## src/rtl/core/strict_base64_decoder_assert.svh

```systemverilog
// Assertion macros for the strict base64 decoder.
// Included by the modules that check their own logic; no other dependencies.
`ifndef STRICT_BASE64_DECODER_ASSERT_SVH
`define STRICT_BASE64_DECODER_ASSERT_SVH
`ifndef SYNTHESIS
// Clocked check, disabled while reset is asserted.
`define SBD_ASSERT(lbl, clk, rst_n, prop) \
    lbl: assert property (@(posedge clk) disable iff (!rst_n) (prop)) \
        else $error("sbd assertion failed");
// Clocked check that also holds during reset.
`define SBD_ASSERT_ALWAYS(lbl, clk, prop) \
    lbl: assert property (@(posedge clk) (prop)) \
        else $error("sbd assertion failed");
`else
`define SBD_ASSERT(lbl, clk, rst_n, prop)
`define SBD_ASSERT_ALWAYS(lbl, clk, prop)
`endif
`endif

```

## src/rtl/core/sbd_pkg.sv

```systemverilog
// Shared types, constants and the character classifier of the strict base64 decoder.
// No dependencies.
package sbd_pkg;

    localparam int unsigned QUEUE_DEPTH = 4;

    localparam int unsigned CHAR_W   = 8;
    localparam int unsigned CLASS_W  = 7;
    localparam int unsigned SEXTET_W = 6;
    localparam int unsigned ACCUM_W  = 3 * SEXTET_W;
    localparam int unsigned GROUP_W  = 4 * SEXTET_W;

    localparam logic [CLASS_W-1:0] CLASS_PAD = 7'd64;
    localparam logic [CLASS_W-1:0] CLASS_BAD = 7'd65;

    localparam logic [1:0] POS_LAST = 2'd3;

    // One queued unit of work: a decoded group or an error.
    typedef struct packed {
        logic [GROUP_W-1:0] group;
        logic [1:0]         nbytes;
        logic               error;
        logic               msg_last;
    } job_t;

    function automatic logic [CLASS_W-1:0] classify(input logic [CHAR_W-1:0] c);
        logic [CLASS_W-1:0] cls;
        cls = CLASS_BAD;
        if (c inside {[8'h41:8'h5A]}) begin
            cls = CLASS_W'(c - 8'h41);
        end else if (c inside {[8'h61:8'h7A]}) begin
            cls = CLASS_W'(c - 8'h61 + 8'd26);
        end else if (c inside {[8'h30:8'h39]}) begin
            cls = CLASS_W'(c - 8'h30 + 8'd52);
        end else if (c == 8'h2B) begin
            cls = 7'd62;
        end else if (c == 8'h2F) begin
            cls = 7'd63;
        end else if (c == 8'h3D) begin
            cls = CLASS_PAD;
        end
        return cls;
    endfunction

endpackage

```

## src/rtl/core/sbd_front.sv

```systemverilog
// Front end: accepts characters, checks the group rules and issues decode jobs.
// Depends on sbd_pkg and strict_base64_decoder_assert.svh.
`include "strict_base64_decoder_assert.svh"
module sbd_front (
    input  logic                         aclk,
    input  logic                         aresetn,
    input  logic                         in_valid,
    output logic                         in_ready,
    input  logic [sbd_pkg::CHAR_W-1:0]   in_char,
    input  logic                         in_last,
    output logic                         push,
    output sbd_pkg::job_t                push_job,
    input  logic                         queue_full
);

    logic [sbd_pkg::ACCUM_W-1:0] accum_reg, accum_next;
    logic [1:0]                  pos_reg, pos_next;
    logic [1:0]                  pad_reg, pad_next;
    logic                        discard_reg, discard_next;

    logic [sbd_pkg::CLASS_W-1:0]  cls;
    logic                         is_pad;
    logic                         is_bad;
    logic [1:0]                   pad_inc;
    logic [sbd_pkg::SEXTET_W-1:0] sextet;
    logic                         err;
    logic                         accept;

    assign in_ready = !queue_full;
    assign accept   = in_valid && in_ready;

    assign cls     = sbd_pkg::classify(in_char);
    assign is_pad  = (cls == sbd_pkg::CLASS_PAD);
    assign is_bad  = (cls == sbd_pkg::CLASS_BAD);
    assign pad_inc = pad_reg + {1'b0, is_pad};
    assign sextet  = (is_pad || is_bad) ? '0 : cls[sbd_pkg::SEXTET_W-1:0];

    always_comb begin
        err = is_bad
            || (is_pad && pad_reg >= 2'd2)
            || (!is_pad && pad_reg != 2'd0)
            || (pos_reg != sbd_pkg::POS_LAST && in_last)
            || (pos_reg == sbd_pkg::POS_LAST && pad_inc != 2'd0 && !in_last);
    end

    always_comb begin
        accum_next   = accum_reg;
        pos_next     = pos_reg;
        pad_next     = pad_reg;
        discard_next = discard_reg;
        push         = 1'b0;
        push_job     = '0;
        if (accept) begin
            if (discard_reg) begin
                if (in_last) begin
                    discard_next = 1'b0;
                end
            end else if (err) begin
                push              = 1'b1;
                push_job.error    = 1'b1;
                push_job.nbytes   = 2'd1;
                push_job.msg_last = 1'b1;
                accum_next        = '0;
                pos_next          = '0;
                pad_next          = '0;
                discard_next      = !in_last;
            end else if (pos_reg != sbd_pkg::POS_LAST) begin
                accum_next = {accum_reg[sbd_pkg::ACCUM_W-sbd_pkg::SEXTET_W-1:0], sextet};
                pos_next   = pos_reg + 2'd1;
                pad_next   = pad_inc;
            end else begin
                push              = 1'b1;
                push_job.group    = {accum_reg, sextet};
                push_job.nbytes   = 2'd3 - pad_inc;
                push_job.msg_last = in_last;
                accum_next        = '0;
                pos_next          = '0;
                pad_next          = '0;
            end
        end
    end

    always_ff @(posedge aclk) begin
        if (!aresetn) begin
            accum_reg   <= '0;
            pos_reg     <= '0;
            pad_reg     <= '0;
            discard_reg <= 1'b0;
        end else begin
            accum_reg   <= accum_next;
            pos_reg     <= pos_next;
            pad_reg     <= pad_next;
            discard_reg <= discard_next;
        end
    end

    // nothing is gathered while dropping input after an error
    `SBD_ASSERT(a_discard_clear, aclk, aresetn, discard_reg |-> (pos_reg == 2'd0 && pad_reg == 2'd0))

endmodule

```

## src/rtl/core/sbd_queue.sv

```systemverilog
// Short job queue between the front end and the byte sequencer.
// Depends on sbd_pkg and strict_base64_decoder_assert.svh.
`include "strict_base64_decoder_assert.svh"
module sbd_queue #(
    parameter int unsigned DEPTH = sbd_pkg::QUEUE_DEPTH
) (
    input  logic          aclk,
    input  logic          aresetn,
    input  logic          push,
    input  sbd_pkg::job_t push_job,
    output logic          full,
    input  logic          pop,
    output logic          empty,
    output sbd_pkg::job_t head
);

    localparam int unsigned PTR_W = (DEPTH > 1) ? $clog2(DEPTH) : 1;
    localparam int unsigned CNT_W = $clog2(DEPTH + 1);

    sbd_pkg::job_t    slot_reg [DEPTH];
    logic [PTR_W-1:0] wr_ptr_reg, wr_ptr_next;
    logic [PTR_W-1:0] rd_ptr_reg, rd_ptr_next;
    logic [CNT_W-1:0] count_reg, count_next;
    logic             do_push;
    logic             do_pop;

    assign full    = (count_reg == CNT_W'(DEPTH));
    assign empty   = (count_reg == '0);
    assign head    = slot_reg[rd_ptr_reg];
    assign do_push = push && !full;
    assign do_pop  = pop && !empty;

    always_comb begin
        wr_ptr_next = wr_ptr_reg;
        rd_ptr_next = rd_ptr_reg;
        count_next  = count_reg;
        if (do_push) begin
            wr_ptr_next = (wr_ptr_reg == PTR_W'(DEPTH - 1)) ? '0 : wr_ptr_reg + PTR_W'(1);
        end
        if (do_pop) begin
            rd_ptr_next = (rd_ptr_reg == PTR_W'(DEPTH - 1)) ? '0 : rd_ptr_reg + PTR_W'(1);
        end
        if (do_push && !do_pop) begin
            count_next = count_reg + CNT_W'(1);
        end else if (do_pop && !do_push) begin
            count_next = count_reg - CNT_W'(1);
        end
    end

    always_ff @(posedge aclk) begin
        if (!aresetn) begin
            wr_ptr_reg <= '0;
            rd_ptr_reg <= '0;
            count_reg  <= '0;
        end else begin
            wr_ptr_reg <= wr_ptr_next;
            rd_ptr_reg <= rd_ptr_next;
            count_reg  <= count_next;
        end
    end

    always_ff @(posedge aclk) begin
        if (do_push) begin
            slot_reg[wr_ptr_reg] <= push_job;
        end
    end

    `SBD_ASSERT(a_count_bound, aclk, aresetn, count_reg <= CNT_W'(DEPTH))
    `SBD_ASSERT(a_no_push_full, aclk, aresetn, push |-> !full)

endmodule

```

## src/rtl/core/sbd_back.sv

```systemverilog
// Back end: sends queued jobs as bytes, one per cycle unless stalled.
// Depends on sbd_pkg and strict_base64_decoder_assert.svh.
`include "strict_base64_decoder_assert.svh"
module sbd_back (
    input  logic          aclk,
    input  logic          aresetn,
    input  logic          empty,
    input  sbd_pkg::job_t head,
    output logic          pop,
    output logic          out_valid,
    input  logic          out_ready,
    output logic [7:0]    out_byte,
    output logic          out_error,
    output logic          out_run_end,
    output logic          out_msg_end
);

    logic [1:0] idx_reg, idx_next;
    logic       valid_reg, valid_next;
    logic [7:0] byte_reg, byte_next;
    logic       error_reg, error_next;
    logic       run_end_reg, run_end_next;
    logic       msg_end_reg, msg_end_next;

    logic       advance;
    logic       fin;
    logic [7:0] sel_byte;

    assign advance = !valid_reg || out_ready;
    assign fin     = ((idx_reg + 2'd1) == head.nbytes);

    always_comb begin
        case (idx_reg)
            2'd0:    sel_byte = head.group[23:16];
            2'd1:    sel_byte = head.group[15:8];
            2'd2:    sel_byte = head.group[7:0];
            default: sel_byte = '0;
        endcase
    end

    always_comb begin
        idx_next     = idx_reg;
        valid_next   = valid_reg;
        byte_next    = byte_reg;
        error_next   = error_reg;
        run_end_next = run_end_reg;
        msg_end_next = msg_end_reg;
        pop          = 1'b0;
        if (advance) begin
            valid_next = !empty;
            if (!empty) begin
                byte_next    = head.error ? 8'd0 : sel_byte;
                error_next   = head.error;
                run_end_next = fin;
                msg_end_next = fin && head.msg_last;
                if (fin) begin
                    pop      = 1'b1;
                    idx_next = '0;
                end else begin
                    idx_next = idx_reg + 2'd1;
                end
            end
        end
    end

    always_ff @(posedge aclk) begin
        if (!aresetn) begin
            idx_reg   <= '0;
            valid_reg <= 1'b0;
        end else begin
            idx_reg   <= idx_next;
            valid_reg <= valid_next;
        end
    end

    always_ff @(posedge aclk) begin
        byte_reg    <= byte_next;
        error_reg   <= error_next;
        run_end_reg <= run_end_next;
        msg_end_reg <= msg_end_next;
    end

    assign out_valid   = valid_reg;
    assign out_byte    = byte_reg;
    assign out_error   = error_reg;
    assign out_run_end = run_end_reg;
    assign out_msg_end = msg_end_reg;

    `SBD_ASSERT(a_idx_in_job, aclk, aresetn, !empty |-> (idx_reg < head.nbytes))
    `SBD_ASSERT(a_error_ends, aclk, aresetn,
        (valid_reg && error_reg) |-> (run_end_reg && msg_end_reg && byte_reg == 8'd0))

endmodule

```

## src/rtl/core/strict_base64_decoder.sv

```systemverilog
// Top level of the strict base64 decoder: front end, job queue and byte sequencer.
// Depends on sbd_pkg, sbd_front, sbd_queue and sbd_back.
//
//  channel  dir  data                  user                     last
//  s_       in   char_in [7:0]         -                        last_char
//  m_       out  data_byte [7:0]       error_flag, run_end      message_end
//
// One character is taken per cycle while the queue has room; result bytes are
// registered and leave one per cycle while m_ is ready (three per group at most).
// The queue of QUEUE_DEPTH jobs sets how long the input runs on while m_ stalls.
// Reset is synchronous, active low, and empties the queue and group state.
module strict_base64_decoder #(
    parameter int unsigned QUEUE_DEPTH = sbd_pkg::QUEUE_DEPTH
) (
    input  logic       aclk,
    input  logic       aresetn,
    input  logic       s_tvalid,
    output logic       s_tready,
    input  logic [7:0] s_tdata,   // [7:0] char_in
    input  logic       s_tlast,
    output logic       m_tvalid,
    input  logic       m_tready,
    output logic [7:0] m_tdata,   // [7:0] data_byte
    output logic [1:0] m_tuser,   // [0] error_flag, [1] run_end
    output logic       m_tlast
);

    logic          push;
    sbd_pkg::job_t push_job;
    logic          queue_full;
    logic          queue_empty;
    logic          pop;
    sbd_pkg::job_t head;
    logic          out_error;
    logic          out_run_end;

    sbd_front u_front (
        .aclk       (aclk),
        .aresetn    (aresetn),
        .in_valid   (s_tvalid),
        .in_ready   (s_tready),
        .in_char    (s_tdata),
        .in_last    (s_tlast),
        .push       (push),
        .push_job   (push_job),
        .queue_full (queue_full)
    );

    sbd_queue #(
        .DEPTH (QUEUE_DEPTH)
    ) u_queue (
        .aclk     (aclk),
        .aresetn  (aresetn),
        .push     (push),
        .push_job (push_job),
        .full     (queue_full),
        .pop      (pop),
        .empty    (queue_empty),
        .head     (head)
    );

    sbd_back u_back (
        .aclk        (aclk),
        .aresetn     (aresetn),
        .empty       (queue_empty),
        .head        (head),
        .pop         (pop),
        .out_valid   (m_tvalid),
        .out_ready   (m_tready),
        .out_byte    (m_tdata),
        .out_error   (out_error),
        .out_run_end (out_run_end),
        .out_msg_end (m_tlast)
    );

    assign m_tuser = {out_run_end, out_error};

endmodule
```

## config.mk

```make
export PLATFORM = sky130hd
export DESIGN_NAME = strict_base64_decoder
export DESIGN_NICKNAME = d
export VERILOG_FILES = /design/src/rtl/core/sbd_pkg.sv /design/src/rtl/core/sbd_front.sv /design/src/rtl/core/sbd_queue.sv /design/src/rtl/core/sbd_back.sv /design/src/rtl/core/strict_base64_decoder.sv
export VERILOG_INCLUDE_DIRS = /design/src /design/src/rtl/core
export SDC_FILE = /design/constraint.sdc
export NUM_CORES = 1
export LEC_CHECK = 0
export ABC_AREA = 1
export BUFFER_PORTS_ARGS = -buffer_cell sky130_fd_sc_hd__buf_4
export CAP_MARGIN = 20
export CELL_PAD_IN_SITES_DETAIL_PLACEMENT = 1
export CELL_PAD_IN_SITES_GLOBAL_PLACEMENT = 1
export CORE_MARGIN = 10
export CORE_UTILIZATION = 42
export DETAILED_ROUTE_END_ITERATION = 16
export PLACE_DENSITY_LB_ADDON = 0.1
export SYNTH_ARGS = -nofsm -noshare
export SYNTH_HDL_FRONTEND = slang
export SYNTH_SLANG_ARGS = --single-unit
```

## constraint.sdc

```tcl
create_clock -name aclk -period 7.31 [get_ports aclk]
set_input_delay 2.193 -clock aclk [delete_from_list [all_inputs] [get_ports aclk]]
set_output_delay 2.193 -clock aclk [all_outputs]
set_load 0.02 [all_outputs]
```

==> PnR_summary.wiki <==
{| class="wikitable"
! Metric !! Value
|-
| Detailed placer's ending HPWL || 12.4 mm
|-
| Nature of the critical path endpoint || flip-flop
|-
| Detail Route Antenna Nets || 0
|-
| Synthesis-to-layout area growth || 13.7%
|-
| Most frequently used flop master after synthesis || edfxtp_1
|-
| Effective utilization at floorplan || 42.8%
|-
| Post-synth top area share || 49.9%
|-
| Die area || 0.0233 sq mm
|-
| Max-slew headroom || 35.3%
|-
| Final count of pins violating max slew || 0
|-
| Critical path peak fanout || 9
|-
| Die Span X || 153 microns
|-
| Buf+Inv Stages, Crit Path || 4
|-
| Number of hold buffers added after CTS || 0
|-
| Type of the worst setup path || input port to flip-flop
|-
| Vertical die dimension || 153 microns
|-
| Max incr delay on CP || 440 ps
|-
| Slowest cell on the critical path || fa_1
|-
| Net count after synthesis || 806
|-
| Worst Setup SP || s_tdata[0]
|-
| Capturing element of the worst setup path || u_queue.count_reg[2]
|-
| Total vias in the final route || 5,386
|-
| Number of enable flip-flop cells after synthesis || 123
|-
| Register share of total power || 43.0%
|-
| Final setup fails || 0
|-
| GR Overflow Total || 0
|-
| Wire length per cell after detailed routing || 18.7 microns
|-
| Number of synthesized register bits || 158
|-
| # resized after CTS || 0
|-
| Area of the mapped netlist || 0.00740 sq mm
|-
| Final Hold Fails || 0
|-
| Detailed-route DRC error count || 0
|-
| Part of the power in combinational logic || 22.5%
|-
| Number of flip-flops in the largest register || 112
|-
| Top library cells by usage in the layout, fill and taps aside || nand2_1, edfxtp_1, nor2_1
|-
| Instance count of the mapped netlist || 772
|-
| Number of antenna cells inserted || 0
|-
| Library cell with the largest summed area after synthesis || edfxtp_1
|-
| Area occupied by registers || 0.00439 sq mm
|-
| Post-Route Setup TNS || 0 ps
|-
| Final estimated routing congestion in global placement || 0.838
|-
| Critical Path Stages || 30
|-
| CTS Buf Count || 17
|-
| Number of global-route vias before repair || 5,864
|-
| Unrepaired setup endpoints after global routing || false
|-
| Synthesized area per cell || 9.58 sq um
|-
| Final Instance Count excl. Fillers || 1,027
|-
| Capture instance of the worst register-to-register path || u_queue.count_reg[2]
|-
| Placed instance count || 994
|-
| Register clock-pin slew on the reported worst setup and hold paths || 60 ps
|-
| Minimum setup slack after placement || 933 ps
|-
| Detailed Route WL || 19.2 mm
|-
| LEAKAGE || 3.26 nW
|-
| Final critical-path setup slack || 1420 ps
|-
| Max Cap Viol || 0
|-
| Number of rows in the core area || 48
|-
| Via/cell ratio || 5.24
|-
| Max Clock Skew || 11.9 ps
|-
| Depth of the most critical reg-to-reg path || 16
|-
| Combined global-route utilization of all metal layers || 16.6%
|-
| Crit-path most repeated cell || nand2_1
|-
| Finished layout cell area || 0.00841 sq mm
|-
| Total internal power || 1.83 mW
|-
| Net count, final || 823
|-
| Required time of the worst setup path || 7620 ps
|-
| Top Family by Delay on Critical Path || simple AND/OR/NAND/NOR gates
|-
| Initial DRT Pass Iterations || 4
|-
| Slack of the worst reg-to-reg path || 3790 ps
|-
| Outcome || finished clean
|-
| # fillers || 1,947
|-
| Transition time at the pin with the least slew margin || 969 ps
|-
| Post-synthesis sequential area ratio || 59.4%
|-
| Number of I/O port buffers || 25
|-
| CTS max path bufs || 2
|-
| Data arrival at the endpoint of the critical path || 6200 ps
|-
| Cell at the root of the clock tree || clkbuf_16
|-
| Period utilisation layout || 80.5%
|-
| Number of antenna violations at the first check in global routing || 0
|-
| F_max || 170 MHz
|-
| Largest cells by area after synthesis || edfxtp_1, dfxtp_1, nand2_1
|-
| Switching power || 0.783 mW
|-
| First-pass GRT wire length || 31.1 mm
|-
| Share of synthesized registers carrying an async set or reset || 0%
|-
| Clock sink count || 158
|-
| Area of the core || 0.0173 sq mm
|-
| Worst IR Drop VDD || 0.169 mV
|-
| Maximum number of pins on one net before global-route repair || 58
|-
| Final Total Pwr || 2.61 mW
|-
| Area of placed instances || 0.00776 sq mm
|-
| Final Critical Period || 5890 ps
|-
| Power Dens Cells || 310 mW/mm^2
|-
| Warning count from the yosys run || 0
|-
| Clock network latency to the later pin of the worst-skew pair || 420 ps
|-
| Most common cell after layout, fill and taps aside || nand2_1
|-
| Part of the total power dissipated in the clock network || 34.5%
|-
| H-tree level count || 4
|-
| Distinct cells, synth || 34
|-
| CTS tree || built
|-
| Number of DRC markers in iteration 0 || 215
|-
| Critical path startpoint category || input port
|-
| Post-CTS setup repair buffer count || 0
|-
| Multi-input combinational cell area || 0.00252 sq mm
|-
| Fraction of layout cells with a size suffix above 1 || 13.1%
|-
| Class of the tightest hold or removal check || flip-flop to flip-flop
|-
| Top-level port count || 26
|-
| Proportion of total power due to net switching || 30.0%
|}
## tightest hold or removal path, delay by kind of cell (launching register included)
| kind | cells | cell delay, ps |
|---|---|---|
| flops | 1 | 310 |
| simple gates | 1 | 60 |
| compound gates | 1 | 50 |
## layout make-up
cell class                      instances  area share (%)
Multi-Input combinational cell        496            30.0
Sequential cell                       158            52.2
Clock buffer                           26            7.08
Timing Repair Buffer                   35            3.21
Clock inverter                          6           0.446
Tap cell                              225            3.35
Inverter                               81            3.67
## synthesized netlist by cell type, types with 2 or more instances
master / n
inv_1: 78
nand3_1: 58
a21oi_1: 29
nor2_2: 15
inv_2: 2
nor2_1: 119
nand4_1: 2
nand3_2: 2
buf_6: 4
a31oi_1: 2
a21oi_2: 2
buf_1: 2
ha_1: 20
buf_4: 4
dfxtp_1: 35
clkbuf_1: 24
nor2_4: 2
xnor2_1: 2
o22ai_1: 27
nand2_2: 6
edfxtp_1: 123
nand3b_1: 2
nand2_1: 128
xor2_1: 6
o21ai_0: 67
buf_2: 3
## layer usage
| metal | vias up | routed length, microns | GRT usage (%) |
|---|---|---|---|
| li1 | 2616 | - | - |
| met1 | 2679 | 8410 | 19.8 |
| met2 | 69 | 9970 | 29.5 |
| met3 | 22 | 578 | 3.22 |
| met4 | 0 | 233 | 4.77 |
| met5 | - | 0 | 0 |
## worst min path at each step
stage,end,depth (start not counted),slack [ps],from
6_report,u_front.accum_reg[0],2,470,u_front.accum_reg[0]
5_1_grt,u_front.accum_reg[15],2,500,u_front.accum_reg[15]
4_1_cts,u_front.accum_reg[11],2,470,u_front.accum_reg[11]
3_5_place_dp,u_front.accum_reg[2],2,460,u_front.accum_reg[2]
3_3_place_gp,u_front.accum_reg[11],2,450,u_front.accum_reg[11]
2_1_floorplan,u_front.accum_reg[0],2,450,u_front.accum_reg[0]
## per-stage QoR
stage	util, %	hold WS, ps
after floorplan	-	445
after global placement	44.9	454
after detailed placement	44.9	459
after CTS	48.5	471
after global routing	48.6	500
final	48.6	470
## power groups by stage
stage / Clock, mW / Combinational (mW) / Sequential, mW
floorplan: 0 / 0.340 / 1.17
global placement: 0 / 0.576 / 1.14
detailed placement: 0 / 0.593 / 1.14
CTS: 0.917 / 0.596 / 1.12
global route: 0.957 / 0.657 / 1.13
finish: 0.901 / 0.587 / 1.12
## kinds of logic after synthesis
logic type / synth area share (%)
AOI/OAI and AO/OA: 9.62
adders and majority gates: 3.65
xor gates and xnor gates: 0.947
DFF: 59.4
buffers and inverters: 6.72
and+or+nand+nor: 19.7
Note: power is estimated with default switching activity, not from simulation.
